<file path="src/rtl/frwm_pkg.sv">
// Shared constants, types and codes of the frame rate weighted window meter.
package frwm_pkg;

  localparam int WINDOW     = 60;
  localparam int IDX_W      = $clog2(WINDOW);
  localparam int CNT_W      = $clog2(WINDOW + 1);
  localparam int TIME_W     = 48;
  localparam int IV_W       = 32;
  localparam int WT_W       = 17;
  localparam int MOM_W      = 16;
  localparam int TPS_W      = 32;
  localparam int SW_W       = WT_W + $clog2(WINDOW);
  localparam int PROD_W     = IV_W + WT_W;
  localparam int SWD_W      = PROD_W + $clog2(WINDOW);
  localparam int NUM_W      = SWD_W;
  localparam int RATE_W     = 20;
  localparam int QB         = RATE_W + 1;
  localparam int STEP_W     = $clog2(QB);
  localparam int CFG_IDX_W  = 1;
  localparam int CFG_DATA_W = 32;

  localparam logic [WT_W-1:0]   WEIGHT_ONE = WT_W'(65536);
  localparam logic [TPS_W-1:0]  TPS_RESET  = TPS_W'(1000000000);
  localparam logic [MOM_W-1:0]  MOM_RESET  = MOM_W'(64913);
  localparam logic [RATE_W-1:0] RATE_MAX   = '1;

  localparam logic [CFG_IDX_W-1:0] CFG_TPS = 1'b0;
  localparam logic [CFG_IDX_W-1:0] CFG_MOM = 1'b1;

  typedef logic [TIME_W-1:0] frame_time_t;
  typedef logic [IV_W-1:0]   interval_t;
  typedef logic [IDX_W-1:0]  slot_t;
  typedef logic [RATE_W-1:0] rate_t;

  typedef struct packed {
    logic start;
    logic issue;
  } acc_ctrl_t;

endpackage

</file>
<file path="src/rtl/frwm_ring.sv">
// Interval ring memory with one write port and one registered read port.
module frwm_ring (
  input  logic               clk,
  input  logic               wr_en,
  input  frwm_pkg::slot_t    wr_addr,
  input  frwm_pkg::interval_t wr_data,
  input  logic               rd_en,
  input  frwm_pkg::slot_t    rd_addr,
  output frwm_pkg::interval_t rd_data
);
  import frwm_pkg::*;

  interval_t mem [WINDOW];
  interval_t rd_data_r;

  always_ff @(posedge clk) begin
    if (wr_en) begin
      mem[wr_addr] <= wr_data;
    end
  end

  always_ff @(posedge clk) begin
    if (rd_en) begin
      rd_data_r <= mem[rd_addr];
    end
  end

  assign rd_data = rd_data_r;

endmodule

</file>
<file path="config.mk">
export PLATFORM = sky130hd
export DESIGN_NAME = frwm_ring
export DESIGN_NICKNAME = d
export VERILOG_FILES = /design/src/rtl/frwm_pkg.sv /design/src/rtl/frwm_ring.sv
export SDC_FILE = /design/constraint.sdc
export NUM_CORES = 2
export LEC_CHECK = 0
export BUFFER_PORTS_ARGS = -buffer_cell sky130_fd_sc_hd__buf_2
export CORE_ASPECT_RATIO = 0.6
export CORE_MARGIN = 4
export CORE_UTILIZATION = 62
export DETAILED_ROUTE_END_ITERATION = 12
export GPL_TIMING_DRIVEN = 0
export PLACE_DENSITY_LB_ADDON = 0.12
export SLEW_MARGIN = 20
export SYNTH_ARGS = -nofsm -noshare
export SYNTH_HDL_FRONTEND = slang
export SYNTH_SLANG_ARGS = --single-unit
</file>
<file path="constraint.sdc">
create_clock -name clk -period 4.6 [get_ports clk]
set_input_delay 0.23 -clock clk [delete_from_list [all_inputs] [get_ports clk]]
set_output_delay 0.23 -clock clk [all_outputs]
set_load 0.05 [all_outputs]
</file>
==> flow_summary.toml <==
[run_status]
outcome = "finished with violations"
violations = "negative hold slack"

[synth]
yosys.area.top_type = "edfxtp_1"
yosysSeqAreaShare_pct = 79.1
synth_top_family_by_area = "multiplexers"
ys_types = 37
synth_compound_area_share_pct = 3.59
yosys_warnings = 0
synth_area_sq_um = 74100
synth-seq-cells = 1952
syn-num-nets = 3311
yosys.area_share.simple_pct = 1.44
syn_area_per_cell_sq_um = 22.7
yosys-top-cells-area = "edfxtp_1 (79%), mux4_2 (14%), a22oi_1 (1.1%), mux2i_1 (0.51%), clkbuf_1 (0.46%)"
muxShareOfSynthArea_pct = 14.5
synth_top_area_share_pct = 79.1
synth-xor-area-share_pct = 0
synth_fa_ha_area_share_pct = 0
synthCells = 3264

[die]
io_pins = 79
fp.dieH_microns = 276
core_area_sq_um = 118000
die-area_sq_um = 125000
rows = 97
initial_core_util_pct = 63.0
die_x_microns = 454

[sta]
drv_slew = 0
finalHoldViolations = 12
timing.final.ws_setup_ns = 1.78
period_share_pct = 61.3
skew_ns = 0.0184
relSlewSlack_pct = 17.7
period_minus_slack_ns = 2.82
setup_tns_ns = 0
tightest_slew_ns = 1.23
holdWs_ns = -0.0108
finalSetupViolCount = 0
clock.fmax_mhz = 355
rsz0062_at_grt = "no"

[place]
hpwl_mm = 129
place.gp.congestion = 0.939
portBuffers = 70
pre_cts_ws_ns = 1.06

[detailed_routing]
antenna_left = 0
finalWirelength_mm = 198
vias_per_cell = 7.11
vias = 37807
drc_errors = 0
firstDrtPassIters = 5
wl_per_cell_microns = 37.3
drt-initial-drc-count = 7050

[clocking]
clk_latency_ns = 0.78
cts_hold_buf = 0
cts-resized-gates = 0
post-cts-setup-buffers = 0
cts_root_buffer = "clkbuf_16"
clk_pin_slew_ns = 0.07
cts_buffers = 165
ctsHtreeMaxLevel = 4
cts_buffer_depth = 3
clkSinkCount = 1952
cts_tree = "built"

[global_route]
grt_pass1_vias = 36892
grt_use_total_pct = 32.4
grt_pass1_wl_mm = 281
antenna_found_initial = 7
grt_overflow = 0
grt_max_degree = 61

[worst_setup_path]
worstSetupPathType = "primary input to flip-flop"
cp-end-kind = "flip-flop"
arrival_ns = 3.33
critPathMaxFanout = 10
worstSetupStartpointType = "primary input"
required_ns = 5.11

[cells_and_area]
drive_above_1_share_pct = 26.9
layout.nets = 3641
area_growth_pct = 14.1
final_common_cell = "edfxtp_1"
final_cell_mix = "edfxtp_1 (1952), mux4_2 (461), clkbuf_16 (171)"

[flow_run]
cap_viol_max_count = 0

[hold_path]
hp-class = "primary input to flip-flop"

[pwr]
p_leak_nw = 26.4
power_mw = 35.8
ir_drop_uv = 366
p_per_area_nw_per_um2 = 423
-- report_power, final --
part | switching (mW) | internal [mW] | total, mW | leakage [nW]
clock network | 6.15 | 7.86 | 14.0 | 2.59
registers | 0.0443 | 19.7 | 19.8 | 17.6
logic | 1.37 | 0.641 | 2.01 | 6.20
-- final cells by class --
type                            instances  area, sq um
Multi-Input combinational cell       1120        14900
Inverter                                3         11.3
Buffer                                189         1010
Sequential cell                      1952        58600
Clock buffer                          209         4420
Timing Repair Buffer                  163         2700
Fill cell                            6652        33100
Antenna cell                            7         17.5
Clock inverter                         89          915
Tap cell                             1584         1980
-- through the flow --
| step | std cells | area (sq um) | utilization, % |
|---|---|---|---|
| 2_1_floorplan | 3264 | 74100 | - |
| 3_3_place_gp | 4918 | 76500 | 64.9 |
| 3_5_place_dp | 5010 | 79200 | 67.3 |
| 4_1_cts | 5308 | 84500 | 71.8 |
| 5_1_grt | 5311 | 84600 | 71.9 |
| 6_report | 5316 | 84600 | 71.9 |
-- Yosys cell counts (all sizes together) --
master,number
nand4,2
or2,1
a22oi,109
a221oi,19
o211a,19
nand3b,3
o211ai,32
nand4b,1
a31o,13
or3b,2
clkbuf,91
nand3,43
a22o,26
a31oi,19
edfxtp,1952
nand2b,3
o21a,19
a21oi,45
and3,19
inv,3
or3,1
mux2i,38
nand2,62
buf,98
nor3,2
nor2,86
o21ai,83
and2,4
nor2b,8
mux4,461
-- metal layers --
metal  global-route usage (%)  vias up  wire, microns
li1                         -    14637              -
met1                     51.1    19713          76700
met2                     45.3     3039          86300
met3                     8.36      414          27900
met4                     10.6        4           7200
met5                        0        -             30
-- worst max-delay path, stage by stage --
cell and delay [ns]:
buf_2 0.12, buf_4 0.18, buf_2 0.46, clkbuf_1 0.73, mux4_2 0.45, o21ai_0 0.49
a31oi_1 0.34, and3_1 0.31
-- worst paths after layout --
| kind | from | slack [ns] | endpoint | cells past startpoint |
|---|---|---|---|---|
| max | rd_addr[1] | 1.78 | rd_data[7] | 8 |
| max reg2reg | mem[0][7] | 2.31 | rd_data[7] | 4 |
| min reg2reg | mem[53][2] | 0.94 | rd_data[2] | 4 |
| min | wr_data[29] | -0.01 | mem[18][29] | 1 |
-- kinds of logic after synthesis --
kind of cell	count (synthesis)
simple gates	237
compound gates	384
flops	1952
buf+inv	192
mux	499
-- flip-flops by register name, indices dropped and copies added (netlist names) --
name	cells
mem	1920
rd_data	32
Power figures use the tool's default switching activity.
