<file path="src/rtl/frwm_pkg.sv">
// Shared constants, types and codes of the frame rate weighted window meter.
package frwm_pkg;

  localparam int WINDOW     = 60;
  localparam int IDX_W      = $clog2(WINDOW);
  localparam int CNT_W      = $clog2(WINDOW + 1);
  localparam int TIME_W     = 48;
  localparam int IV_W       = 32;
  localparam int WT_W       = 17;
  localparam int MOM_W      = 16;
  localparam int TPS_W      = 32;
  localparam int SW_W       = WT_W + $clog2(WINDOW);
  localparam int PROD_W     = IV_W + WT_W;
  localparam int SWD_W      = PROD_W + $clog2(WINDOW);
  localparam int NUM_W      = SWD_W;
  localparam int RATE_W     = 20;
  localparam int QB         = RATE_W + 1;
  localparam int STEP_W     = $clog2(QB);
  localparam int CFG_IDX_W  = 1;
  localparam int CFG_DATA_W = 32;

  localparam logic [WT_W-1:0]   WEIGHT_ONE = WT_W'(65536);
  localparam logic [TPS_W-1:0]  TPS_RESET  = TPS_W'(1000000000);
  localparam logic [MOM_W-1:0]  MOM_RESET  = MOM_W'(64913);
  localparam logic [RATE_W-1:0] RATE_MAX   = '1;

  localparam logic [CFG_IDX_W-1:0] CFG_TPS = 1'b0;
  localparam logic [CFG_IDX_W-1:0] CFG_MOM = 1'b1;

  typedef logic [TIME_W-1:0] frame_time_t;
  typedef logic [IV_W-1:0]   interval_t;
  typedef logic [IDX_W-1:0]  slot_t;
  typedef logic [RATE_W-1:0] rate_t;

  typedef struct packed {
    logic start;
    logic issue;
  } acc_ctrl_t;

endpackage

</file>
<file path="src/rtl/frwm_accum.sv">
// Weighted multiply-accumulate over intervals streamed from the ring.
module frwm_accum (
  input  logic                     clk,
  input  logic                     rst_n,
  input  frwm_pkg::acc_ctrl_t      ctrl,
  input  logic [frwm_pkg::MOM_W-1:0] momentum,
  input  frwm_pkg::interval_t      rd_data,
  output logic [frwm_pkg::SW_W-1:0]  sum_w,
  output logic [frwm_pkg::SWD_W-1:0] sum_wd,
  output logic                     idle
);
  import frwm_pkg::*;

  logic [WT_W-1:0]        w_r;
  logic [WT_W-1:0]        w1_r;
  logic [WT_W+MOM_W-1:0]  w_prod;
  logic [PROD_W-1:0]      prod_r;
  logic [SW_W-1:0]        sum_w_r;
  logic [SWD_W-1:0]       sum_wd_r;
  logic                   v1_r;
  logic                   v2_r;

  assign w_prod = w_r * momentum;

  always_ff @(posedge clk) begin
    if (!rst_n) begin
      v1_r <= 1'b0;
      v2_r <= 1'b0;
    end else if (ctrl.start) begin
      v1_r <= 1'b0;
      v2_r <= 1'b0;
    end else begin
      v1_r <= ctrl.issue;
      v2_r <= v1_r;
    end
  end

  always_ff @(posedge clk) begin
    if (ctrl.start) begin
      w_r      <= WEIGHT_ONE;
      sum_w_r  <= '0;
      sum_wd_r <= '0;
    end else begin
      if (ctrl.issue) begin
        w_r     <= w_prod[WT_W+MOM_W-1:MOM_W];
        w1_r    <= w_r;
        sum_w_r <= sum_w_r + SW_W'(w_r);
      end
      if (v1_r) begin
        prod_r <= w1_r * rd_data;
      end
      if (v2_r) begin
        sum_wd_r <= sum_wd_r + SWD_W'(prod_r);
      end
    end
  end

  assign sum_w  = sum_w_r;
  assign sum_wd = sum_wd_r;
  assign idle   = !v1_r && !v2_r;

endmodule

</file>
<file path="config.mk">
export PLATFORM = sky130hd
export DESIGN_NAME = frwm_accum
export DESIGN_NICKNAME = d
export VERILOG_FILES = /design/src/rtl/frwm_pkg.sv /design/src/rtl/frwm_accum.sv
export SDC_FILE = /design/constraint.sdc
export NUM_CORES = 2
export LEC_CHECK = 0
export ABC_AREA = 0
export BUFFER_PORTS_ARGS = -buffer_cell sky130_fd_sc_hd__buf_2
export CORE_UTILIZATION = 30
export CTS_CLUSTER_DIAMETER = 50
export DETAILED_ROUTE_END_ITERATION = 8
export HOLD_SLACK_MARGIN = 0.05
export PLACE_DENSITY = 0.57
export SETUP_SLACK_MARGIN = 0.1
export SYNTH_ARGS = -nofsm -noshare
export SYNTH_HDL_FRONTEND = slang
export SYNTH_SLANG_ARGS = --single-unit
</file>
<file path="constraint.sdc">
create_clock -name clk -period 11 [get_ports clk]
set_input_delay 2.2 -clock clk [delete_from_list [all_inputs] [get_ports clk]]
set_output_delay 2.2 -clock clk [all_outputs]
set_load 0.02 [all_outputs]
</file>
==> results.sh <==
export IMPL_grt_busiest_layer="met2"
export IMPL_dieArea_mm2=0.117
export IMPL_worstMarginPinSlew_ps=1050
export IMPL_cts_resized_gates=0
export IMPL_drtIter0Drc=1374
export IMPL_vias=26400
export IMPL_cp_required_ps=11190
export IMPL_r2r_cells=21
export IMPL_post_route_period_util=0.758
export IMPL_seqCellArea_mm2=0.00393
export IMPL_setup_tns_ps=0
export IMPL_syn_area_per_cell_um2=8.79
export IMPL_cts_tree="built"
export IMPL_ys_seq_elements=163
export IMPL_use_met3=0.0263
export IMPL_synth_cell_types=85
export IMPL_cts_reportedPaths_clkPinSlew_ps=60
export IMPL_finalHoldViolCount=0
export IMPL_rsz0062_at_grt="false"
export IMPL_insertion_delay_ps=460
export IMPL_maxCapViolCount=0
export IMPL_min_from="sum_wd[54]$_SDFFE_PP0P_"
export IMPL_multi_input_area_mm2=0.0271
export IMPL_min_to="sum_wd[54]$_SDFFE_PP0P_"
export IMPL_max_slew_margin=0.298
export IMPL_yosys_top_cells_area="fa_1 38%, ha_1 10%, inv_1 8.9%, nand2_1 6.7%, edfxtp_1 5.7%"
export IMPL_synth_commonest_cells="826 x inv_1, 658 x fa_1, 623 x nand2_1, 315 x and2_1, 291 x ha_1"
export IMPL_root_buffer="clkbuf_16"
export IMPL_synth_fp_nets=4963
export IMPL_clockBufferDepth=2
export IMPL_port_buffers=130
export IMPL_r2r_slack_ps=3590
export IMPL_instances_no_fill=5499
export IMPL_cts_hold_fix_buffers=0
export IMPL_synth_top_cell_area_share=0.378
export IMPL_synth_edf_count=66
export IMPL_remaining_drc_errors=13
export IMPL_start_kind="input pin"
export IMPL_wirelength_mm=97.2
export IMPL_drive_gt1_frac=0.0564
export IMPL_core_area_mm2=0.115
export IMPL_numClockSinks=163
export IMPL_critical_path_class="in -> reg"
export IMPL_start_util=0.304
export IMPL_drt_pre_antenna_iters=7
export IMPL_cts_post_setup_buffers_inserted=0
export IMPL_r2r_end="prod_r[41]$_DFFE_PP_"
export IMPL_cts_buffers=17
export IMPL_avgViaCountPerCell=4.80
export IMPL_cp_max_fo=17
export IMPL_syn_inst=3962
export IMPL_grtUsageMet2=0.290
export IMPL_finalMaxSlewViolations=0
export IMPL_finalSetupViolations=0
export IMPL_hpwl_mm=75.6
export IMPL_ios=131
export IMPL_antenna_found_initial=11
export IMPL_die_w_um=343
export IMPL_die_y_um=343
export IMPL_grt_pass1_wl_mm=155
export IMPL_skew_ps=14.0
export IMPL_fin_crit_ps=8340
export IMPL_nFillCells=11995
export IMPL_synth_async_reset_ratio=0
export IMPL_critPathArrivalTime_ps=8540
export IMPL_max_freq_ghz=0.120
export IMPL_final_nets=4974
export IMPL_yosysTopAreaCell="fa_1"
export IMPL_holdPathStages=2
export IMPL_grt_overflow_total=0
export IMPL_grt_max_degree=84
export IMPL_grt_pass1_vias=27459
export IMPL_r2r_start="w1_r[4]$_DFFE_PP_"
export IMPL_syn_area_mm2=0.0348
export IMPL_rows=124
export IMPL_final_antenna_net_count=0
export IMPL_ys_flop_type="dfxtp_1"
export IMPL_syn2layout_area_growth_pct=7.91
export IMPL_ys_seq_area_frac=0.113
export IMPL_status="finished, violations left"
export IMPL_grt_util_met1=0.220
export IMPL_end_kind="register"
export IMPL_wl_per_cell_um=17.7
export IMPL_placed_cells=5466
export IMPL_yosysMostFrequentCell="inv_1"
export IMPL_hold_path_class="reg -> reg"
export IMPL_routabilityCongestion=0.884
export IMPL_violations="design-rule violations"
export IMPL_h_tree_depth=4
export IMPL_grt_usage=0.168
export IMPL_synth_warnings=0
## worst max path at each step
| stage | from | to | cells after the start |
|---|---|---|---|
| after floorplan | rd_data[7] | prod_r[41]$_DFFE_PP_ | 23 |
| after global placement | rd_data[8] | prod_r[33]$_DFFE_PP_ | 21 |
| after detailed placement | rd_data[12] | prod_r[41]$_DFFE_PP_ | 21 |
| after CTS | rd_data[12] | prod_r[41]$_DFFE_PP_ | 21 |
| after global routing | rd_data[24] | prod_r[41]$_DFFE_PP_ | 21 |
| final | rd_data[12] | prod_r[41]$_DFFE_PP_ | 21 |
## final cells by class
type,count,share of cell area
multi-input combinational,2797,0.721
tap,1512,0.0504
inverter,826,0.0825
timing repair buffer,168,0.0250
antenna,1,0.0000666
clock inverter,7,0.00173
clock buffer,25,0.0144
sequential,163,0.104
## registers in the layout, summed over array words and instances (netlist names)
register,count
v2_r,1
w1_r,17
sum_wd,55
w_r,17
v1_r,1
sum_w,23
prod_r,49
## per-layer routing
metal  vias up  part of all wire
met1     13441              0.43
met3       126             0.054
li1      12161                 -
met4        18             0.021
met2       654              0.49
met5         -            0.0011
## logic make-up (layout without fill, tap and decap cells)
group                      after synthesis  in the layout  synth area share
muxes                                   54             54            0.0157
DFF                                    163            163             0.113
adders and majority gates              949            949             0.483
xor gates and xnor gates               106            106            0.0267
AOI/OAI and AO/OA                      421            421            0.0798
other                                    0              1                 0
buffers and inverters                 1002           1026             0.109
and+or+nand+nor                       1267           1267             0.173
## metrics by stage
step	setup slack (ps)	hold WS [ps]	utilization	instance area, um2
floorplan	2880	432	-	34800
global placement	2250	473	0.322	37000
detailed placement	2230	490	0.322	37000
CTS	2670	505	0.328	37600
global route	2420	521	0.328	37600
finish	2660	503	0.328	37600
## layout by cell type (no fill, tap or decap), types with 43 or more instances in the layout
master / count
a21o_1: 64
a21oi_1: 125
and2_1: 315
buf_2: 129
dfxtp_1: 96
edfxtp_1: 66
fa_1: 658
ha_1: 291
inv_1: 826
mux2i_1: 49
nand2_1: 623
nor2_1: 137
o21ai_0: 71
xnor2_1: 63
xor2_1: 43
## worst max-delay path: stages
cell,delay (ps)
buf_2,400
nand2_1,150
fa_1,560
inv_1,50
fa_1,480
fa_1,600
fa_1,460
fa_1,540
inv_1,70
fa_1,480
inv_1,40
ha_1,380
a21oi_2,200
o21ai_2,90
or3_1,380
a2111o_1,400
nand4_1,140
nand2_1,100
or4_1,490
a31oi_1,210
xnor2_1,100
Power is left out: the tool's default activity adds up to more than one toggle a clock period on the data nets, which glitch-free logic cannot reach.
