**config.mk**
```make
export PLATFORM = sky130hd
export DESIGN_NAME = frwm_div
export DESIGN_NICKNAME = d
export VERILOG_FILES = /design/src/rtl/frwm_pkg.sv /design/src/rtl/frwm_div.sv
export SDC_FILE = /design/constraint.sdc
export NUM_CORES = 2
export LEC_CHECK = 0
export ABC_CLOCK_PERIOD_IN_PS = 7300
export BUFFER_PORTS_ARGS = -buffer_cell sky130_fd_sc_hd__buf_2
export CAP_MARGIN = 20
export CORE_MARGIN = 5
export CORE_UTILIZATION = 59
export CTS_CLUSTER_SIZE = 16
export DETAILED_ROUTE_END_ITERATION = 6
export GPL_TIMING_DRIVEN = 0
export PLACE_DENSITY = 0.8
export RECOVER_POWER = 100
export SLEW_MARGIN = 5
export SYNTH_ARGS = -nofsm -noshare
export SYNTH_HDL_FRONTEND = slang
export SYNTH_SLANG_ARGS = --single-unit
```
**constraint.sdc**
```tcl
create_clock -name clk -period 7.3 [get_ports clk]
set_input_delay 0.73 -clock clk [delete_from_list [all_inputs] [get_ports clk]]
set_output_delay 0.73 -clock clk [all_outputs]
set_load 0.03 [all_outputs]
```
**src/rtl/frwm_pkg.sv**
```systemverilog
// Shared constants, types and codes of the frame rate weighted window meter.
package frwm_pkg;

  localparam int WINDOW     = 60;
  localparam int IDX_W      = $clog2(WINDOW);
  localparam int CNT_W      = $clog2(WINDOW + 1);
  localparam int TIME_W     = 48;
  localparam int IV_W       = 32;
  localparam int WT_W       = 17;
  localparam int MOM_W      = 16;
  localparam int TPS_W      = 32;
  localparam int SW_W       = WT_W + $clog2(WINDOW);
  localparam int PROD_W     = IV_W + WT_W;
  localparam int SWD_W      = PROD_W + $clog2(WINDOW);
  localparam int NUM_W      = SWD_W;
  localparam int RATE_W     = 20;
  localparam int QB         = RATE_W + 1;
  localparam int STEP_W     = $clog2(QB);
  localparam int CFG_IDX_W  = 1;
  localparam int CFG_DATA_W = 32;

  localparam logic [WT_W-1:0]   WEIGHT_ONE = WT_W'(65536);
  localparam logic [TPS_W-1:0]  TPS_RESET  = TPS_W'(1000000000);
  localparam logic [MOM_W-1:0]  MOM_RESET  = MOM_W'(64913);
  localparam logic [RATE_W-1:0] RATE_MAX   = '1;

  localparam logic [CFG_IDX_W-1:0] CFG_TPS = 1'b0;
  localparam logic [CFG_IDX_W-1:0] CFG_MOM = 1'b1;

  typedef logic [TIME_W-1:0] frame_time_t;
  typedef logic [IV_W-1:0]   interval_t;
  typedef logic [IDX_W-1:0]  slot_t;
  typedef logic [RATE_W-1:0] rate_t;

  typedef struct packed {
    logic start;
    logic issue;
  } acc_ctrl_t;

endpackage

```
**src/rtl/frwm_div.sv**
```systemverilog
// Rate numerator multiply and serial restoring divider with saturation.
module frwm_div (
  input  logic                       clk,
  input  logic                       rst_n,
  input  logic                       start,
  input  logic [frwm_pkg::TPS_W-1:0] tps,
  input  logic [frwm_pkg::SW_W-1:0]  sum_w,
  input  logic [frwm_pkg::SWD_W-1:0] sum_wd,
  output logic                       done,
  output frwm_pkg::rate_t            quot
);
  import frwm_pkg::*;

  localparam logic D_IDLE = 1'b0;
  localparam logic D_ITER = 1'b1;

  logic                    state_r;
  logic [STEP_W-1:0]       step_r;
  logic [NUM_W-1:0]        rem_r;
  logic [SWD_W+RATE_W-1:0] dsh_r;
  logic [QB-1:0]           q_r;
  logic                    zero_r;
  logic                    done_r;
  logic                    fits;

  assign fits = {{RATE_W{1'b0}}, rem_r} >= dsh_r;

  always_ff @(posedge clk) begin
    if (!rst_n) begin
      state_r <= D_IDLE;
      done_r  <= 1'b0;
    end else begin
      done_r <= 1'b0;
      unique case (state_r)
        D_IDLE: begin
          if (start) begin
            state_r <= D_ITER;
          end
        end
        D_ITER: begin
          if (step_r == STEP_W'(QB - 1)) begin
            state_r <= D_IDLE;
            done_r  <= 1'b1;
          end
        end
        default: state_r <= D_IDLE;
      endcase
    end
  end

  always_ff @(posedge clk) begin
    if (state_r == D_IDLE) begin
      if (start) begin
        rem_r  <= NUM_W'(tps) * NUM_W'(sum_w);
        dsh_r  <= {sum_wd, {RATE_W{1'b0}}};
        zero_r <= (sum_wd == '0);
        q_r    <= '0;
        step_r <= '0;
      end
    end else begin
      if (fits) begin
        rem_r <= rem_r - dsh_r[NUM_W-1:0];
      end
      q_r    <= {q_r[QB-2:0], fits};
      dsh_r  <= dsh_r >> 1;
      step_r <= step_r + 1'b1;
    end
  end

  assign done = done_r;
  assign quot = (zero_r || q_r[QB-1]) ? RATE_MAX : q_r[RATE_W-1:0];

endmodule

```
==> impl_metrics.ini <==
[global_route]
overflow = 0
via_count_of_the_first_global_routing_pass = 28000
initial_antenna_violation_count = 3
global_route.usage.total_pct = 32.1
grt_max_degree = 63
grt_first_pass_wirelength_um = 156000

[routing]
route.antenna.remaining_nets = 0
wl_per_cell_um = 21.7
initialDrtViolationCount = 2779
finalWirelength_um = 100000
wirelength_met1_um = 37700
detail_route.drc_violations = 0
met3RoutedLength_um = 12000
vias_per_cell = 5.83
routed_length_on_met2_um = 44100
drt_pass1_iterations = 5
via_count = 26900
top_layer_used = met5

[clock_tree]
cts-buffers-inserted = 17
h_tree_depth = 4
cts_tree = done
postCtsHoldBufs = 0
clk_transition_reported_paths_ns = 0.07
root_buffer = clkbuf_16
tritoncts_num_sinks = 159
ctsLongestPathBuffers = 2
latest_clock_arrival_within_the_worst_skew_pair_ns = 0.43

[floorplanning]
die_area_mm2 = 0.0621
die_height_um = 249
die_width_um = 249
core_area_mm2 = 0.0565
rows = 87
initial_utilization_pct = 59.7
boundaryPins = 134

[sta]
final_skew_ns = 0.00738
post-route-period-util_pct = 98.2
fin_setup_tns_ns = 0
period_needed_ns = 7.17
fmaxAchievable_mhz = 140
tightest_slew_ns = 3.10
final_hold_viol_count = 0
final_max_slew_viol_count = 142
total_of_endpoints_with_negative_setup_slack_in_the_final_report = 0
worst_slew_margin_rel_pct = -107

[worst_setup_path]
cp_launch_type = primary input
cpMaxStageDelayCell = fa_1
cp_data_required_time_ns = 7.55
reg2regPathDepth = 13
path_common_cell = fa_1
critical_path_cell_count = 24
critical_path.cell_chain = buf_2 -> clkbuf_2 -> nand2_1 -> fa_1 -> inv_1 -> fa_1 -> fa_1 -> fa_1 -> fa_1 -> fa_1 -> inv_1 -> fa_1 -> inv_1 -> ha_1 -> clkbuf_1 -> nand3_1 -> o21a_1 -> o21ai_1 -> a21oi_4 -> buf_4 -> o211ai_1 -> mux2i_1 -> nand2_1 -> a311oi_1
critPathMaxStageDelay_ns = 0.61
worstSetupPathType = primary input to flop
setup.worst_path.end_class = flop
path_max_fanout = 10
worstPathBufferInverterCount = 7
cp_top_family = adder cells
timing.critical_path.arrival_ns = 7.42

[synth]
synth_fp_nets = 4666
synth_top_area_cell = fa_1
synth_edf_count = 156
synth_top_flop_cell = edfxtp_1
synth.top_cells.by_count = inv_1 (738), fa_1 (628), nand2_1 (514), and2_1 (340), ha_1 (238)
gate_count_post_synth = 3687
synth_top_area_share_pct = 37.3
post_synth_main_area_contributors = fa_1 (37%), edfxtp_1 (14%), ha_1 (8.8%)
ys.warnings.count = 0
ys_async_sr_fraction_pct = 0
synth_sequential_area_ratio_pct = 14.1
synthMostInstantiatedCell = inv_1
synth.distinct_cells = 75
post_synth_instance_area_mm2 = 0.0337
synth-seq-cells = 159
synth_area_per_cell_um2 = 9.15

[finish]
drive_above_1_share_pct = 10.4
flow.area_growth_from_synthesis_pct = 8.58
nNetsFinal = 4822

[outcome]
status = finished with violations
violated_checks = max-capacitance violations, max-slew violations

[place]
buffer_ports.inserted = 133
globalplace.congestion = 1.03
place_hpwl_um = 82500

[hold_path]
hold_path_depth = 3
hp-class = primary input to flop

[job]
max_cap_viol_count = 3
==> logic make-up after synthesis <==
kind of cell,share of synthesized area (%)
multiplexers,2.17
buffers and inverters,10.7
flip-flops,14.1
XOR/XNOR,2.60
AND/OR/NAND/NOR,16.5
AO/OA/AOI/OAI,7.88
adder cells (fa/ha/maj),46.1
==> worst paths after layout <==
path	startpoint	to	slack (ns)
hold / removal	rst_n	done$_SDFF_PN0_	0.53
setup reg to reg	rem_r[6]$_DFFE_PP_	rem_r[16]$_DFFE_PP_	0.97
hold reg to reg	dsh_r[74]$_SDFFE_PP0P_	dsh_r[74]$_SDFFE_PP0P_	0.55
setup / recovery	sum_w[17]	rem_r[53]$_DFFE_PP_	0.13
==> cells in the final DEF, fill, tap and decap left out, types with 23 or more instances in the layout <==
master,n
a21o_1,66
a21oi_1,116
and2_1,326
buf_2,123
buf_4,30
clkbuf_1,81
clkbuf_2,34
clkbuf_4,44
edfxtp_1,156
fa_1,624
ha_1,225
inv_1,737
mux2_2,56
nand2_1,514
nand3_1,34
nand4_1,25
nor2_1,110
o21ai_0,64
o21bai_1,23
or3_1,24
xnor2_1,53
xor2_1,47
==> layout make-up <==
cell class	instances	area, um2
clock buffers	17	425
fillers	4634	19900
flip-flops and latches	159	4740
clock inverters	15	158
repair buffers	142	709
multi-input cells	2589	25600
inverters	738	2770
diodes	2	5.00
well taps	756	946
plain buffers	196	1260
==> metal layers <==
layer | vias to the layer above | GRT usage, %
met5 | - | 0
met3 | 351 | 7.64
li1 | 11700 | -
met1 | 13100 | 42.3
met2 | 1730 | 50.0
met4 | 4 | 16.6
==> per-stage QoR <==
stage / worst slack [ns] / area, um2 / hold WS (ns) / utilization [%] / std cells
2_1_floorplan: 0.140 / 33700 / 0.478 / - / 3687
3_3_place_gp: -1.18 / 35400 / 0.531 / 62.6 / 4576
3_5_place_dp: -1.30 / 35400 / 0.543 / 62.7 / 4578
4_1_cts: 0.000533 / 36400 / 0.515 / 64.4 / 4613
5_1_grt: -0.0203 / 36600 / 0.536 / 64.8 / 4612
6_report: 0.132 / 36600 / 0.534 / 64.9 / 4614
==> worst reg2reg max path: stages, from the launching register on <==
cell and delay (ns):
edfxtp_1 0.39, ha_1 0.31, clkbuf_1 0.28, and4_1 0.29, o2111ai_1 0.12, a31oi_1 0.35, o211ai_1 0.23, a211oi_1 0.45
o211a_1 0.23, nor3b_1 0.11, o41ai_1 0.55, a211o_1 0.26, a21o_1 0.73, clkbuf_1 1.58
==> registers in the layout, indices dropped and copies added (netlist names) <==
| name | flops |
|---|---|
| dsh_r | 75 |
| rem_r | 55 |
| q_r | 21 |
| step_r | 5 |
| done | 1 |
| state_r | 1 |
| zero_r | 1 |
==> timing repair <==
| action | CTS | global route |
|---|---|---|
| setup buffers | 4 | 3 |
| endpoints found under the setup margin | 26 | 22 |
| pin swaps | 6 | 16 |
| gates resized for setup | 167 | 197 |
Power is not shown: default switching activity piles up to over one toggle a cycle in this logic, so the estimate is an artifact.
